### config.mk
export PLATFORM = sky130hd
export DESIGN_NAME = ultrasonic_echo_ranger_unit
export DESIGN_NICKNAME = d
export VERILOG_FILES = /design/src/uer_pkg.sv /design/src/uer_avg_div.sv /design/src/uer_seq.sv /design/src/ultrasonic_echo_ranger_unit.sv
export SDC_FILE = /design/constraint.sdc
export NUM_CORES = 1
export LEC_CHECK = 0
export BUFFER_PORTS_ARGS = -buffer_cell sky130_fd_sc_hd__buf_2
export CORE_MARGIN = 4
export CORE_UTILIZATION = 59
export DETAILED_ROUTE_END_ITERATION = 10
export PLACE_DENSITY = 0.79
export SETUP_SLACK_MARGIN = 0.02
export SYNTH_ARGS = -nofsm -noshare
export SYNTH_HDL_FRONTEND = slang
export SYNTH_HIERARCHICAL = 1
export SYNTH_SLANG_ARGS = --single-unit
### constraint.sdc
create_clock -name i_clk -period 9.8 [get_ports i_clk]
set_clock_uncertainty 0.1 [all_clocks]
set_input_delay 0.49 -clock i_clk [delete_from_list [all_inputs] [get_ports i_clk]]
set_output_delay 0.49 -clock i_clk [all_outputs]
set_load 0.01 [all_outputs]
### src/uer_pkg.sv
`default_nettype none
package uer_pkg;

    localparam int unsigned TRIG_W  = 10;
    localparam int unsigned GAP_W   = 17;
    localparam int unsigned TICK_W  = 17;
    localparam int unsigned ECHO_W  = 16;
    localparam int unsigned SUM_W   = 19;
    localparam int unsigned PING_W  = 3;
    localparam int unsigned DIST_W  = 15;
    localparam int unsigned FRAC_W  = 4;
    localparam int unsigned CFG_IDX_W = 1;
    localparam int unsigned CFG_DATA_W = 17;

    localparam int unsigned US_PER_CM = 58;

    localparam logic [ECHO_W-1:0] ECHO_MAX = {ECHO_W{1'b1}};
    localparam logic [SUM_W-1:0]  SUM_MAX  = {SUM_W{1'b1}};
    localparam logic [DIST_W-1:0] DIST_MAX = {DIST_W{1'b1}};

    localparam logic [TRIG_W-1:0] TRIG_RESET = 10'd20;
    localparam logic [GAP_W-1:0]  GAP_RESET  = 17'd100000;

    localparam logic [CFG_IDX_W-1:0] CFG_TRIGGER_WIDTH = 1'd0;
    localparam logic [CFG_IDX_W-1:0] CFG_GAP           = 1'd1;

    typedef enum logic [2:0] {
        PH_IDLE = 3'd0,
        PH_TRIG = 3'd1,
        PH_WAIT = 3'd2,
        PH_HIGH = 3'd3,
        PH_GAP  = 3'd4
    } t_phase;

    typedef struct packed {
        logic start_req;
        logic echo_level;
    } t_in;

    typedef struct packed {
        logic              trigger_level;
        logic              busy_res;
        logic              done_res;
        logic [DIST_W-1:0] distance_q4;
    } t_out;

    typedef struct packed {
        logic [TRIG_W-1:0] trigger_width_us;
        logic [GAP_W-1:0]  gap_us;
    } t_cfg;

endpackage
`default_nettype wire

### src/uer_avg_div.sv
`default_nettype none
module uer_avg_div #(
    parameter int unsigned PING_COUNT = 5
) (
    input  wire logic [uer_pkg::SUM_W-1:0]  i_sum,
    output logic      [uer_pkg::DIST_W-1:0] o_dist
);

    localparam int unsigned XW      = uer_pkg::SUM_W + uer_pkg::FRAC_W;
    localparam int unsigned DIVISOR = uer_pkg::US_PER_CM * PING_COUNT;
    localparam longint unsigned RECIP = ((64'd1 << 32) + DIVISOR - 1) / DIVISOR;
    localparam int unsigned MW      = $clog2(RECIP + 1);
    localparam int unsigned PW      = XW + MW;
    localparam int unsigned QW      = PW - 32;

    logic [XW-1:0] x;
    logic [PW-1:0] prod;
    logic [QW-1:0] q;
    logic [31:0]   q_ext;

    always_comb begin
        x     = {i_sum, {uer_pkg::FRAC_W{1'b0}}};
        prod  = PW'(x) * PW'(RECIP);
        q     = prod[PW-1:32];
        q_ext = 32'(q);
        o_dist = (q_ext > 32'(uer_pkg::DIST_MAX)) ? uer_pkg::DIST_MAX
                                                  : q_ext[uer_pkg::DIST_W-1:0];
    end

endmodule
`default_nettype wire

### src/uer_seq.sv
`default_nettype none
module uer_seq #(
    parameter int unsigned PING_COUNT = 5
) (
    input  wire logic          i_clk,
    input  wire logic          i_rst_n,
    input  wire logic          i_en,
    input  wire uer_pkg::t_in  i_in,
    input  wire uer_pkg::t_cfg i_cfg,
    output uer_pkg::t_out      o_res
);

    uer_pkg::t_phase r_phase, n_phase;
    logic [uer_pkg::TICK_W-1:0] r_tick, n_tick;
    logic [uer_pkg::ECHO_W-1:0] r_echo_w, n_echo_w;
    logic [uer_pkg::SUM_W-1:0]  r_sum, n_sum;
    logic [uer_pkg::PING_W-1:0] r_ping, n_ping;

    logic [uer_pkg::SUM_W:0]    sum_add;
    logic [uer_pkg::DIST_W-1:0] div_dist;
    logic                       trig;
    logic                       done;
    logic                       finish;

    uer_avg_div #(
        .PING_COUNT(PING_COUNT)
    ) u_div (
        .i_sum  (n_sum),
        .o_dist (div_dist)
    );

    always_ff @(posedge i_clk) begin
        if (!i_rst_n) begin
            r_phase  <= uer_pkg::PH_IDLE;
            r_tick   <= '0;
            r_echo_w <= '0;
            r_sum    <= '0;
            r_ping   <= '0;
        end else if (i_en) begin
            r_phase  <= n_phase;
            r_tick   <= n_tick;
            r_echo_w <= n_echo_w;
            r_sum    <= n_sum;
            r_ping   <= n_ping;
        end
    end

    always_comb begin
        n_phase  = r_phase;
        n_tick   = r_tick;
        n_echo_w = r_echo_w;
        n_sum    = r_sum;
        n_ping   = r_ping;
        sum_add  = '0;
        trig     = 1'b0;
        done     = 1'b0;
        finish   = 1'b0;

        if (r_phase == uer_pkg::PH_IDLE && i_in.start_req) begin
            n_sum    = '0;
            n_ping   = '0;
            n_echo_w = '0;
            n_tick   = '0;
            n_phase  = uer_pkg::PH_TRIG;
        end

        case (n_phase)
            uer_pkg::PH_TRIG: begin
                trig   = 1'b1;
                n_tick = n_tick + uer_pkg::TICK_W'(1);
                if (n_tick >= uer_pkg::TICK_W'(i_cfg.trigger_width_us)) begin
                    n_tick  = '0;
                    n_phase = uer_pkg::PH_WAIT;
                end
            end
            uer_pkg::PH_WAIT: begin
                if (i_in.echo_level) begin
                    n_echo_w = uer_pkg::ECHO_W'(1);
                    n_phase  = uer_pkg::PH_HIGH;
                end
            end
            uer_pkg::PH_HIGH: begin
                if (i_in.echo_level) begin
                    if (n_echo_w != uer_pkg::ECHO_MAX) begin
                        n_echo_w = n_echo_w + uer_pkg::ECHO_W'(1);
                    end
                end else begin
                    sum_add  = {1'b0, n_sum} + (uer_pkg::SUM_W + 1)'(n_echo_w);
                    n_sum    = sum_add[uer_pkg::SUM_W] ? uer_pkg::SUM_MAX
                                                       : sum_add[uer_pkg::SUM_W-1:0];
                    n_echo_w = '0;
                    n_ping   = n_ping + uer_pkg::PING_W'(1);
                    n_tick   = '0;
                    if (i_cfg.gap_us == '0) begin
                        finish = 1'b1;
                    end else begin
                        n_phase = uer_pkg::PH_GAP;
                    end
                end
            end
            uer_pkg::PH_GAP: begin
                n_tick = n_tick + uer_pkg::TICK_W'(1);
                if (n_tick >= uer_pkg::TICK_W'(i_cfg.gap_us)) begin
                    finish = 1'b1;
                end
            end
            default: begin
            end
        endcase

        if (finish) begin
            if (n_ping >= uer_pkg::PING_W'(PING_COUNT)) begin
                done    = 1'b1;
                n_phase = uer_pkg::PH_IDLE;
            end else begin
                n_phase = uer_pkg::PH_TRIG;
            end
            n_tick = '0;
        end

        o_res.trigger_level = trig;
        o_res.busy_res      = (n_phase != uer_pkg::PH_IDLE);
        o_res.done_res      = done;
        o_res.distance_q4   = done ? div_dist : '0;
    end

endmodule
`default_nettype wire

### src/ultrasonic_echo_ranger_unit.sv
// Latency: a result is valid in the cycle after its tick request is accepted.
// Throughput: one tick request per cycle; the result register is reloaded in
// the same cycle it is taken, so a stalled result blocks only the next request.
// Average division is one rounded-up reciprocal multiply, inside the cycle.
// Reset (synchronous, active low) idles the sequencer, clears its counters and
// sets trigger width to 20 and gap to 100000.
`default_nettype none
module ultrasonic_echo_ranger_unit #(
    parameter int unsigned PING_COUNT = 5
) (
    input  wire logic                            i_clk,
    input  wire logic                            i_rst_n,
    input  wire logic                            i_in_valid,
    output logic                                 o_in_ready,
    input  wire uer_pkg::t_in                    i_in,
    output logic                                 o_out_valid,
    input  wire logic                            i_out_ready,
    output uer_pkg::t_out                        o_out,
    input  wire logic                            i_cfg_valid,
    output logic                                 o_cfg_ready,
    input  wire logic [uer_pkg::CFG_IDX_W-1:0]   i_cfg_index,
    input  wire logic [uer_pkg::CFG_DATA_W-1:0]  i_cfg_data
);

    uer_pkg::t_cfg r_cfg;
    uer_pkg::t_out r_out;
    uer_pkg::t_out n_out;
    logic          r_out_valid;
    logic          in_accept;

    assign o_cfg_ready = 1'b1;
    assign o_in_ready  = !r_out_valid || i_out_ready;
    assign in_accept   = i_in_valid && o_in_ready;
    assign o_out_valid = r_out_valid;
    assign o_out       = r_out;

    always_ff @(posedge i_clk) begin
        if (!i_rst_n) begin
            r_cfg.trigger_width_us <= uer_pkg::TRIG_RESET;
            r_cfg.gap_us           <= uer_pkg::GAP_RESET;
        end else if (i_cfg_valid) begin
            case (i_cfg_index)
                uer_pkg::CFG_TRIGGER_WIDTH: begin
                    r_cfg.trigger_width_us <= i_cfg_data[uer_pkg::TRIG_W-1:0];
                end
                uer_pkg::CFG_GAP: begin
                    r_cfg.gap_us <= i_cfg_data[uer_pkg::GAP_W-1:0];
                end
                default: begin
                end
            endcase
        end
    end

    uer_seq #(
        .PING_COUNT(PING_COUNT)
    ) u_seq (
        .i_clk   (i_clk),
        .i_rst_n (i_rst_n),
        .i_en    (in_accept),
        .i_in    (i_in),
        .i_cfg   (r_cfg),
        .o_res   (n_out)
    );

    always_ff @(posedge i_clk) begin
        if (!i_rst_n) begin
            r_out_valid <= 1'b0;
        end else if (in_accept) begin
            r_out_valid <= 1'b1;
        end else if (i_out_ready) begin
            r_out_valid <= 1'b0;
        end
    end

    always_ff @(posedge i_clk) begin
        if (in_accept) begin
            r_out <= n_out;
        end
    end

    a_done_idle: assert property (@(posedge i_clk) disable iff (!i_rst_n)
        r_out_valid && r_out.done_res |-> !r_out.busy_res)
        else $error("done result reports busy");

    a_dist_only_done: assert property (@(posedge i_clk) disable iff (!i_rst_n)
        r_out_valid && !r_out.done_res |-> r_out.distance_q4 == '0)
        else $error("distance nonzero outside done");

    a_trig_busy: assert property (@(posedge i_clk) disable iff (!i_rst_n)
        r_out_valid && r_out.trigger_level |-> r_out.busy_res)
        else $error("trigger high while idle");

    a_accept_result: assert property (@(posedge i_clk) disable iff (!i_rst_n)
        in_accept |=> r_out_valid)
        else $error("accepted request produced no result");

endmodule
`default_nettype wire

# Word level (Yosys, flattened, before mapping)
# Index checks and enable logic that the tools add are counted.
dict set report word_totals {
  register_bits 104
}
dict set report classes {
  order_cmp 3
  n_reduce_logical 10
  bitwise_logic 1
  muxes 34
  n_addsub 4
  n_mul 1
  n_eq_ne 5
}
# op n
set op_table {}
lappend op_table {{$mux W19} 4}
lappend op_table {{$mux W17} 4}
lappend op_table {{$mux W16} 4}
lappend op_table {{$pmux W17 S3} 1}
lappend op_table {{$mul A19 B24 Y43 const B} 1}
lappend op_table {{$pmux W16 S2} 1}
lappend op_table {{$mux W3} 9}
lappend op_table {{$add A19 B16 Y20} 1}
lappend op_table {{$add A17 B1 Y17 const B} 1}
lappend op_table {{$ge A17 B10 Y1} 1}
lappend op_table {{$ge A17 B17 Y1} 1}
lappend op_table {{$logic_not A17 Y1} 1}
lappend op_table {{$add A16 B1 Y16 const B} 1}
lappend op_table {{$ne A16 B16 Y1 const B} 1}
lappend op_table {{$mux W1} 9}
lappend op_table {{$pmux W3 S3} 1}
lappend op_table {{$eq A3 B2 Y1 const B} 2}
lappend op_table {{$reduce_and A2 Y1} 2}
lappend op_table {{$add A3 B1 Y3 const B} 1}
lappend op_table {{$eq A3 B1 Y1 const B} 1}
lappend op_table {{$eq A3 B3 Y1 const B} 1}
lappend op_table {{$ge A3 B3 Y1 const B} 1}
lappend op_table {{$logic_not A3 Y1} 1}
lappend op_table {{$reduce_bool A3 Y1} 1}
lappend op_table {{other kinds (6)} 7}

# Longest topological paths before layout
# Gate-level depths: netlist of run 1.
dict set report logic_depth {
  depth_word 10
  depth_mapped 41
  ltp_nobuf 36
}

# Hierarchy
# The synthesis of run 1 kept the hierarchy.
# module n_inst cells_per_inst area_each_um2 seq_area_each_um2
set modules_own_cells {}
lappend modules_own_cells {uer_avg_div 1 824 7734.9 0.0}
lappend modules_own_cells {uer_seq 1 701 5159.9 1161.1}
lappend modules_own_cells {ultrasonic_echo_ranger_unit 1 140 1707.9 1101.1}

# Worst setup path after synthesis of run 1
# Ideal clock, no wire load.
dict set report synth_path {
  path_type {input to register}
  startpoint {in i_in[1] (netlist name)}
  endpoint {reg r_out (netlist bit o_out[8]), data pin}
  cell_stages 38
  setup_slack_ns 0.386
  setup_ns 0.255
  required_time_ns 9.445
  arrival_ns 9.059
  path_cell_list {or4b_1 buf_2 clkbuf_1 clkbuf_1 clkbuf_1 nand2_1 inv_1 ha_1 inv_1 fa_1 nor2b_1 o21ai_0 a21boi_0 o21ai_0 a21oi_1 o31ai_1 a21oi_1 mux2_2 [... 2 more ...] fa_1 inv_1 fa_1 inv_1 fa_1 inv_1 fa_1 fa_1 inv_1 ha_1 a21o_1 a21o_1 a21oi_1 o21ai_0 a21oi_1 o21ai_0 xor2_1 and2_1}
}
# item line_no
set synth_rtl {}
lappend synth_rtl {{from (decl)} ultrasonic_echo_ranger_unit.sv:15} ;# input wire uer_pkg::t_in i_in,
lappend synth_rtl {{$logic_and A1 B1 Y1 *} uer_seq.sv:59} ;# if (r_phase == uer_pkg::PH_IDLE && i_in.start_req) begin
lappend synth_rtl {{$mux W19 or $mux W16 (tied branches)} uer_seq.sv:59}
lappend synth_rtl {{$add A19 B16 Y20} uer_seq.sv:88} ;# sum_add = {1'b0, n_sum} + (uer_pkg::SUM_W + 1)'(n_echo_w);
lappend synth_rtl {{$mux W19} uer_seq.sv:89} ;# n_sum = sum_add[uer_pkg::SUM_W] ? uer_pkg::SUM_MAX
lappend synth_rtl {{$mux W19} uer_seq.sv:83} ;# if (i_in.echo_level) begin
lappend synth_rtl {{$mux W19 *} uer_seq.sv:67} ;# case (n_phase)
lappend synth_rtl {{named net u_seq.n_sum (one bit)} uer_seq.sv:16} ;# logic [uer_pkg::SUM_W-1:0] r_sum, n_sum;
lappend synth_rtl {{$mul A19 B24 Y43 *} uer_avg_div.sv:23} ;# prod = PW'(x) * PW'(RECIP);
lappend synth_rtl {{named net u_seq.div_dist (one bit)} uer_seq.sv:20} ;# logic [uer_pkg::DIST_W-1:0] div_dist;
lappend synth_rtl {{to (signal assigned)} ultrasonic_echo_ranger_unit.sv:78} ;# r_out <= n_out;
lappend synth_rtl {{to (decl)} ultrasonic_echo_ranger_unit.sv:26} ;# uer_pkg::t_out r_out;
# The timed path passes the listed nets; every way through them passes the cells marked *.
# A chain may end at the register's enable or synchronous reset.

# Worst setup path after layout of run 1
dict set report layout_path {
  startpoint {reg u_seq.r_phase[0]}
  endpoint {reg r_out (netlist bit o_out[6]), data pin}
}
# item line_no
set layout_rtl {}
lappend layout_rtl {{from (decl)} uer_seq.sv:13} ;# uer_pkg::t_phase r_phase, n_phase;
lappend layout_rtl {{from (signal assigned)} uer_seq.sv:34} ;# r_phase <= uer_pkg::PH_IDLE;
lappend layout_rtl {{from (signal assigned)} uer_seq.sv:40} ;# r_phase <= n_phase;
lappend layout_rtl {{$logic_not A3 Y1} uer_seq.sv:59}
lappend layout_rtl {{$logic_and A1 B1 Y1} uer_seq.sv:59}
lappend layout_rtl {{$mux W19 or $mux W16 (tied branches)} uer_seq.sv:59}
lappend layout_rtl {{$add A19 B16 Y20} uer_seq.sv:88}
lappend layout_rtl {{$mux W19} uer_seq.sv:89}
lappend layout_rtl {{$mux W19} uer_seq.sv:83}
lappend layout_rtl {{$mux W19 *} uer_seq.sv:67}
lappend layout_rtl {{named net u_seq.n_sum (one bit)} uer_seq.sv:16}
lappend layout_rtl {{$mul A19 B24 Y43 *} uer_avg_div.sv:23}
lappend layout_rtl {{named net u_seq.div_dist (one bit)} uer_seq.sv:20}
# Marks and branches as above.

==> results.tsv, run 1 <==
stage	metric	value	unit
status	status	finished, final reports clean	
die	row_count	57	
global_route	grt_use_total	0.277	
clock_tree	cts_sinks	104	
drt	wire_per_inst	18.2	µm
flow_run	cap_violations	0	
pwr	pwr-share-clk	0.280	
worst_setup_path	timing.rr.start	u_seq/r_phase[0]$_SDFFE_PN0P_	
drt	drt_iter0_drc	1084	
clock_tree	cts_tree	built	
pwr	ir_drop	0.0000683	V
logic_synthesis	ys_seq_area_frac	0.155	
drt	drt-vias-per-instance	5.85	
drt	drc_errors	0	
drt	dr_wl_met3	2.25	mm
timing	period_needed	9.41	ns
clock_tree	path_clk_slew	0.08	ns
worst_setup_path	path_class	register to register	
pwr	p_int	0.000835	W
cells_and_area	final_nets	2090	
logic_synthesis	synth_nets	2065	
worst_setup_path	rr_worst_depth	30	
global_route	grt_pass1_wl	60.1	mm
logic_synthesis	ys_top_cells_by_area	fa_1 22%, ha_1 19%, dfxtp_1 12%	
clock_tree	post_cts_buffers	0	
worst_hold_path	hp-class	input pin to register	
worst_setup_path	cpPeakStageDelay	0.69	ns
global_route	antenna_found_initial	0	
drt	dr.pass1.iters	6	
die	die_h	165	µm
clock_tree	cts_buffers	9	
pwr	swShare	0.386	
die	initial_core_util	0.600	
logic_synthesis	synth.ff_latch_count	104	
drt	wl_met2	17.9	mm
worst_setup_path	slowest_stage	fa_2	
cells_and_area	fin_area	15500	µm²
timing	worstMarginPinSlew	1.12	ns
timing	hold_viol_final	0	
global_route	grt_max_degree	91	
placed_design	post_dp_cell_area	15200	µm²
timing	period_share	0.960	
worst_setup_path	crit_path_start	u_seq/r_phase[0]$_SDFFE_PN0P_	
logic_synthesis	avgSynthCellArea	8.77	µm²
pwr	cellPowerDensity	87.7	nW/µm²
timing	final_max_slew_viol_count	0	
pwr	switching_power	0.000524	W
die	die_w	165	µm
timing	timing.slew.headroom	0.256	
placed_design	routabilityCongestion	0.969	
global_route	grt_pass1_vias	11800	
worst_setup_path	cp-endpoint	o_out[6]$_DFFE_PP_	
logic_synthesis	synth_edf_count	18	
die	ios	46	
worst_setup_path	cp.required	9.83	ns
drt	vias	11800	
cells_and_area	fillers	2019	
drt	drt_wl_total	36.7	mm
worst_setup_path	path_max_fanout	19	
logic_synthesis	synth.top_cells.by_count	338 x inv_1, 217 x ha_1, 158 x fa_1	
timing	clock.fmax	0.106	GHz
logic_synthesis	ys_async_sr_fraction	0	
worst_setup_path	critPathLaunchType	register	
drt	route.layer.met1.wl	15.5	mm
clock_tree	clk-insertion-delay-late	0.36	ns
worst_setup_path	worstPathArrival	9.43	ns
logic_synthesis	synth.distinct_cells	91	
worst_setup_path	crit_top_cell	fa_1	
global_route	grt_overflow	0	
drt	postRouteAntennaNets	0	
clock_tree	clockBufferDepth	2	
timing	setup_viol	0	
placed_design	hpwl	29.8	mm
logic_synthesis	yosysWarnings	6	
logic_synthesis	syn_inst	1665	
pwr	p_comb_frac	0.383	
die	die-area	27300	µm²
worst_setup_path	r2r_setup_slack	0.39	ns
timing	setup_slack	0.395	ns
pwr	p_seq_frac	0.337	
cells_and_area	area_growth	6.12	%
placed_design	numPortBuffers	44	
logic_synthesis	dominantRegCellSynth	dfxtp_1	
clock_tree	h-tree-depth	3	
clock_tree	cts_root_buf	clkbuf_16	
logic_synthesis	synth_top_area_share	0.217	
logic_synthesis	synth_top_area_cell	fa_1	
cells_and_area	diodes	0	
worst_setup_path	end_kind	register	
drt	top_layer_used	met4	
logic_synthesis	yosysMostFrequentCell	inv_1	
placed_design	place_ws	0.0580	ns
die	core	24300	µm²
worst_setup_path	r2r-end	o_out[6]$_DFFE_PP_	
logic_synthesis	netlist_area	14600	µm²
cells_and_area	drive_above_1_share	0.0791	
pwr	leakage	8.08	nW
## power groups by stage
stage	Clock, W	Sequential, W	Combinational [W]
after floorplan	0	0.000467	0.000379
after global placement	0	0.000467	0.000504
after detailed placement	0	0.000467	0.000508
after CTS	0.000387	0.000458	0.000518
after global routing	0.000403	0.000460	0.000594
final	0.000381	0.000458	0.000521
## critical path, delay by kind of cell, from the launching register on
| kind | cells | cell delay [ns] |
|---|---|---|
| flip-flops | 1 | 0.31 |
| adder cells (fa/ha/maj) | 8 | 4.17 |
| AO/OA/AOI/OAI | 9 | 1.98 |
| buffers and inverters | 3 | 0.34 |
| XOR/XNOR | 1 | 0.12 |
| AND/OR/NAND/NOR | 9 | 2.15 |
## layout by cell type, fill, tap and decap left out, types with 7 or more instances in the layout
cell | netlist | routed
inv_1 | 338 | 338
ha_1 | 217 | 217
fa_1 | 158 | 156
nand2_1 | 118 | 118
dfxtp_1 | 86 | 86
a21oi_1 | 66 | 64
nor2_1 | 63 | 63
o21ai_0 | 63 | 63
and2_1 | 54 | 53
buf_2 | 12 | 44
nand3_1 | 43 | 41
nand4_1 | 29 | 29
buf_4 | 4 | 26
xnor2_1 | 25 | 25
nor2b_1 | 21 | 21
a21o_1 | 21 | 21
mux2i_1 | 19 | 19
a31oi_1 | 19 | 19
edfxtp_1 | 18 | 18
xor2_1 | 17 | 17
o21a_1 | 16 | 16
nor4_1 | 14 | 14
and3_1 | 13 | 13
a22o_1 | 12 | 12
o211ai_1 | 11 | 11
nor3_1 | 11 | 11
clkbuf_16 | 0 | 10
o31ai_1 | 10 | 10
nand2b_1 | 9 | 9
o21ai_1 | 8 | 8
a22oi_1 | 7 | 7
## registers in the layout (all words and copies together), names as in the netlist
signal          count
u_seq/r_phase       3
u_seq/r_ping        3
u_seq/r_tick       17
u_seq/r_echo_w     16
o_out_valid         1
o_out              18
r_cfg              27
u_seq/r_sum        19
## timing repair
action | in CTS | in global routing
resized for setup | 0 | 8
hold buffers | 0 | 0
endpoints found under the setup margin | 0 | 12
## worst min path at each step
stage / startpoint / to / slack [ns] / cells after the start
3_5_place_dp: r_cfg[24]$_SDFFE_PN0P_ / r_cfg[24]$_SDFFE_PN0P_ / 0.35 / 2
2_1_floorplan: r_cfg[18]$_SDFFE_PN0P_ / r_cfg[18]$_SDFFE_PN0P_ / 0.33 / 2
4_1_cts: i_in_valid / o_out_valid$_SDFFE_PN0P_ / 0.27 / 3
6_report: i_in_valid / o_out_valid$_SDFFE_PN0P_ / 0.27 / 3
3_3_place_gp: r_cfg[25]$_SDFFE_PN0P_ / r_cfg[25]$_SDFFE_PN0P_ / 0.34 / 2
5_1_grt: i_cfg_data[2] / r_cfg[2]$_SDFFE_PN0P_ / 0.28 / 3
## per-layer routing
| layer | GRT usage | vias to the layer above |
|---|---|---|
| met5 | 0 | - |
| met4 | 0.0746 | 0 |
| met3 | 0.0479 | 75 |
| met2 | 0.472 | 403 |
| met1 | 0.366 | 5731 |
| li1 | - | 5608 |
## layout make-up
type / instances / area [µm²] / share of cell area
Inverter: 339 / 1270 / 0.0821
Tap cell: 324 / 405 / 0.0262
Timing Repair Buffer: 70 / 415 / 0.0268
Multi-Input combinational cell: 1166 / 10800 / 0.699
Clock buffer: 11 / 254 / 0.0164
Sequential cell: 104 / 2260 / 0.146
Clock inverter: 5 / 48.8 / 0.00315
## kinds of logic after synthesis
group                      synth area share
and+or+nand+nor                       0.151
buffers and inverters                 0.106
adders and majority gates             0.403
AOI/OAI and AO/OA                     0.147
DFF                                   0.155
xor gates and xnor gates             0.0252
muxes                                0.0138
other                              0.000257
## through the flow
| stage | utilization | hold slack (ns) | cells | power [W] | setup TNS, ns |
|---|---|---|---|---|---|
| 2_1_floorplan | - | 0.335 | 1665 | 0.000847 | 0 |
| 3_3_place_gp | 0.623 | 0.344 | 2003 | 0.000971 | 0 |
| 3_5_place_dp | 0.623 | 0.351 | 2003 | 0.000975 | 0 |
| 4_1_cts | 0.636 | 0.270 | 2019 | 0.00136 | 0 |
| 5_1_grt | 0.637 | 0.284 | 2019 | 0.00146 | -0.0390 |
| 6_report | 0.637 | 0.267 | 2019 | 0.00136 | 0 |
(Power assumes the default switching activity.)
==> run 2, diff against run 1 <==
- CORE_UTILIZATION: 59 -> 60
- CTS_BUF_LIST: unset -> sky130_fd_sc_hd__clkbuf_4
- PLACE_DENSITY: 0.79 -> 0.8
- TNS_END_PERCENT: unset -> 5
==> results.tsv, run 2 (synthesis gave the netlist of run 1 again) <==
stage	metric	value	unit
clock_tree	path_clk_slew	0.20	ns
placed_design	hpwl	29.3	mm
pwr	leakage	8.02	nW
clock_tree	cts_buffers	9	
global_route	grt_overflow	0	
worst_setup_path	critPathLaunchType	register	
cells_and_area	drive_above_1_share	0.0808	
timing	worstMarginPinSlew	1.13	ns
timing	setup_viol	0	
cells_and_area	layout_commonest_cell	inv_1	
timing	timing.slew.headroom	0.247	
worst_hold_path	hp-class	input pin to register	
status	status	finished, final reports clean	
timing	hold_viol_final	0	
timing	final_max_slew_viol_count	0	
die	row_count	56	
drt	drc_errors	0	
cells_and_area	final_nets	2090	
timing	period_share	0.954	
global_route	grt_use_total	0.277	
placed_design	numPortBuffers	44	
clock_tree	cts_sinks	104	
cells_and_area	regMostFlops	r_cfg	
drt	vias	11700	
clock_tree	clk-insertion-delay-late	0.51	ns
worst_setup_path	end_kind	register	
timing	rsz0062_at_grt	false	
worst_setup_path	path_max_fanout	33	
cells_and_area	area_growth	5.05	%
worst_setup_path	cp.required	9.98	ns
drt	wire_per_inst	17.7	µm
clock_tree	cts_root_buf	clkbuf_4	
placed_design	routabilityCongestion	0.999	
die	die_h	164	µm
worst_setup_path	worstPathArrival	9.52	ns
pwr	cellPowerDensity	79.4	nW/µm²
global_route	grt_max_degree	91	
flow_run	cap_violations	0	
die	core	23700	µm²
worst_setup_path	path_class	register to register	
clock_tree	clockBufferDepth	2	
global_route	grt_pass1_wl	59.6	mm
cells_and_area	largest_register_ffs	27	
global_route	antenna_found_initial	1	
die	die-area	26900	µm²
die	die_w	164	µm
drt	dr.pass1.iters	5	
worst_setup_path	slowest_stage	fa_1	
die	initial_core_util	0.617	
timing	period_needed	9.35	ns
clock_tree	h-tree-depth	3	
timing	clock.fmax	0.107	GHz
placed_design	place_inst	1997	
drt	drt_iter0_drc	1070	
timing	tns	0	ns
cells_and_area	final_cells	2015	
drt	drt-vias-per-instance	5.80	
pwr	ir_drop	0.0000575	V
clock_tree	holdBufCountCts	0	
cells_and_area	final_cell_mix	337 x inv_1, 216 x ha_1, 156 x fa_1	
die	ios	46	
worst_setup_path	cpPeakStageDelay	0.62	ns
drt	drt_wl_total	35.7	mm
global_route	grt_pass1_vias	11900	
drt	postRouteAntennaNets	0	
clock_tree	cts_tree	built	
worst_setup_path	crit_top_cell	inv_1	
[run 2: stage by stage]
stage	cell area (µm²)	setup WS [ns]	total power, W	hold WS [ns]	utilization
finish	15300	0.454	0.00122	0.140	0.648
global route	15300	0.0246	0.00132	0.121	0.648
CTS	15300	0.271	0.00122	0.106	0.646
detailed placement	15200	0.0373	0.000984	0.347	0.640
global placement	15200	0.274	0.000973	0.344	0.640
floorplan	14600	0.386	0.000847	0.335	-
[run 2: routing by layer]
layer / track usage / wire length, µm / vias up / share of wire
li1: - / - / 5599 / -
met1: 0.377 / 15500 / 5674 / 0.43
met2: 0.465 / 17200 / 364 / 0.48
met3: 0.0422 / 2110 / 53 / 0.059
met4: 0.0732 / 837 / 0 / 0.023
met5: 0 / 0 / - / 0
[run 2: what timing repair did]
action                                  in CTS  in global routing
buffers inserted                             0                  1
endpoints found under the setup margin       0                 12
gates resized for setup                      0                 12
[run 2: cell type report]
type | count | area, µm²
tap | 319 | 399
antenna | 1 | 2.50
multi-input combinational | 1166 | 10800
clock buffer | 10 | 75.1
fill | 2023 | 8340
timing repair buffer | 70 | 428
inverter | 339 | 1270
sequential | 104 | 2260
clock inverter | 6 | 60.1
[run 2: final timing paths]
kind | cells past startpoint | startpoint | slack [ns] | endpoint
hold / removal | 3 | i_in_valid | 0.14 | o_out_valid$_SDFFE_PN0P_
setup reg to reg | 36 | u_seq/r_phase[0]$_SDFFE_PN0P_ | 0.45 | o_out[11]$_DFFE_PP_
hold reg to reg | 2 | r_cfg[24]$_SDFFE_PN0P_ | 0.38 | r_cfg[24]$_SDFFE_PN0P_
setup / recovery | 36 | u_seq/r_phase[0]$_SDFFE_PN0P_ | 0.45 | o_out[11]$_DFFE_PP_
[run 2: where the power goes]
group / internal, W / switching [W] / leakage (nW)
combinational: 0.000196 / 0.000331 / 7.06
sequential: 0.000450 / 0.00000873 / 0.878
clock: 0.0000616 / 0.000171 / 0.0766
[run 2: worst max-delay path: cells and delay by family, from the launching register on]
kind / cells / cell delay, ns
flops: 1 / 0.35
compound gates: 9 / 1.72
fa+ha+maj: 8 / 3.63
simple gates: 9 / 2.12
buf+inv: 10 / 1.18
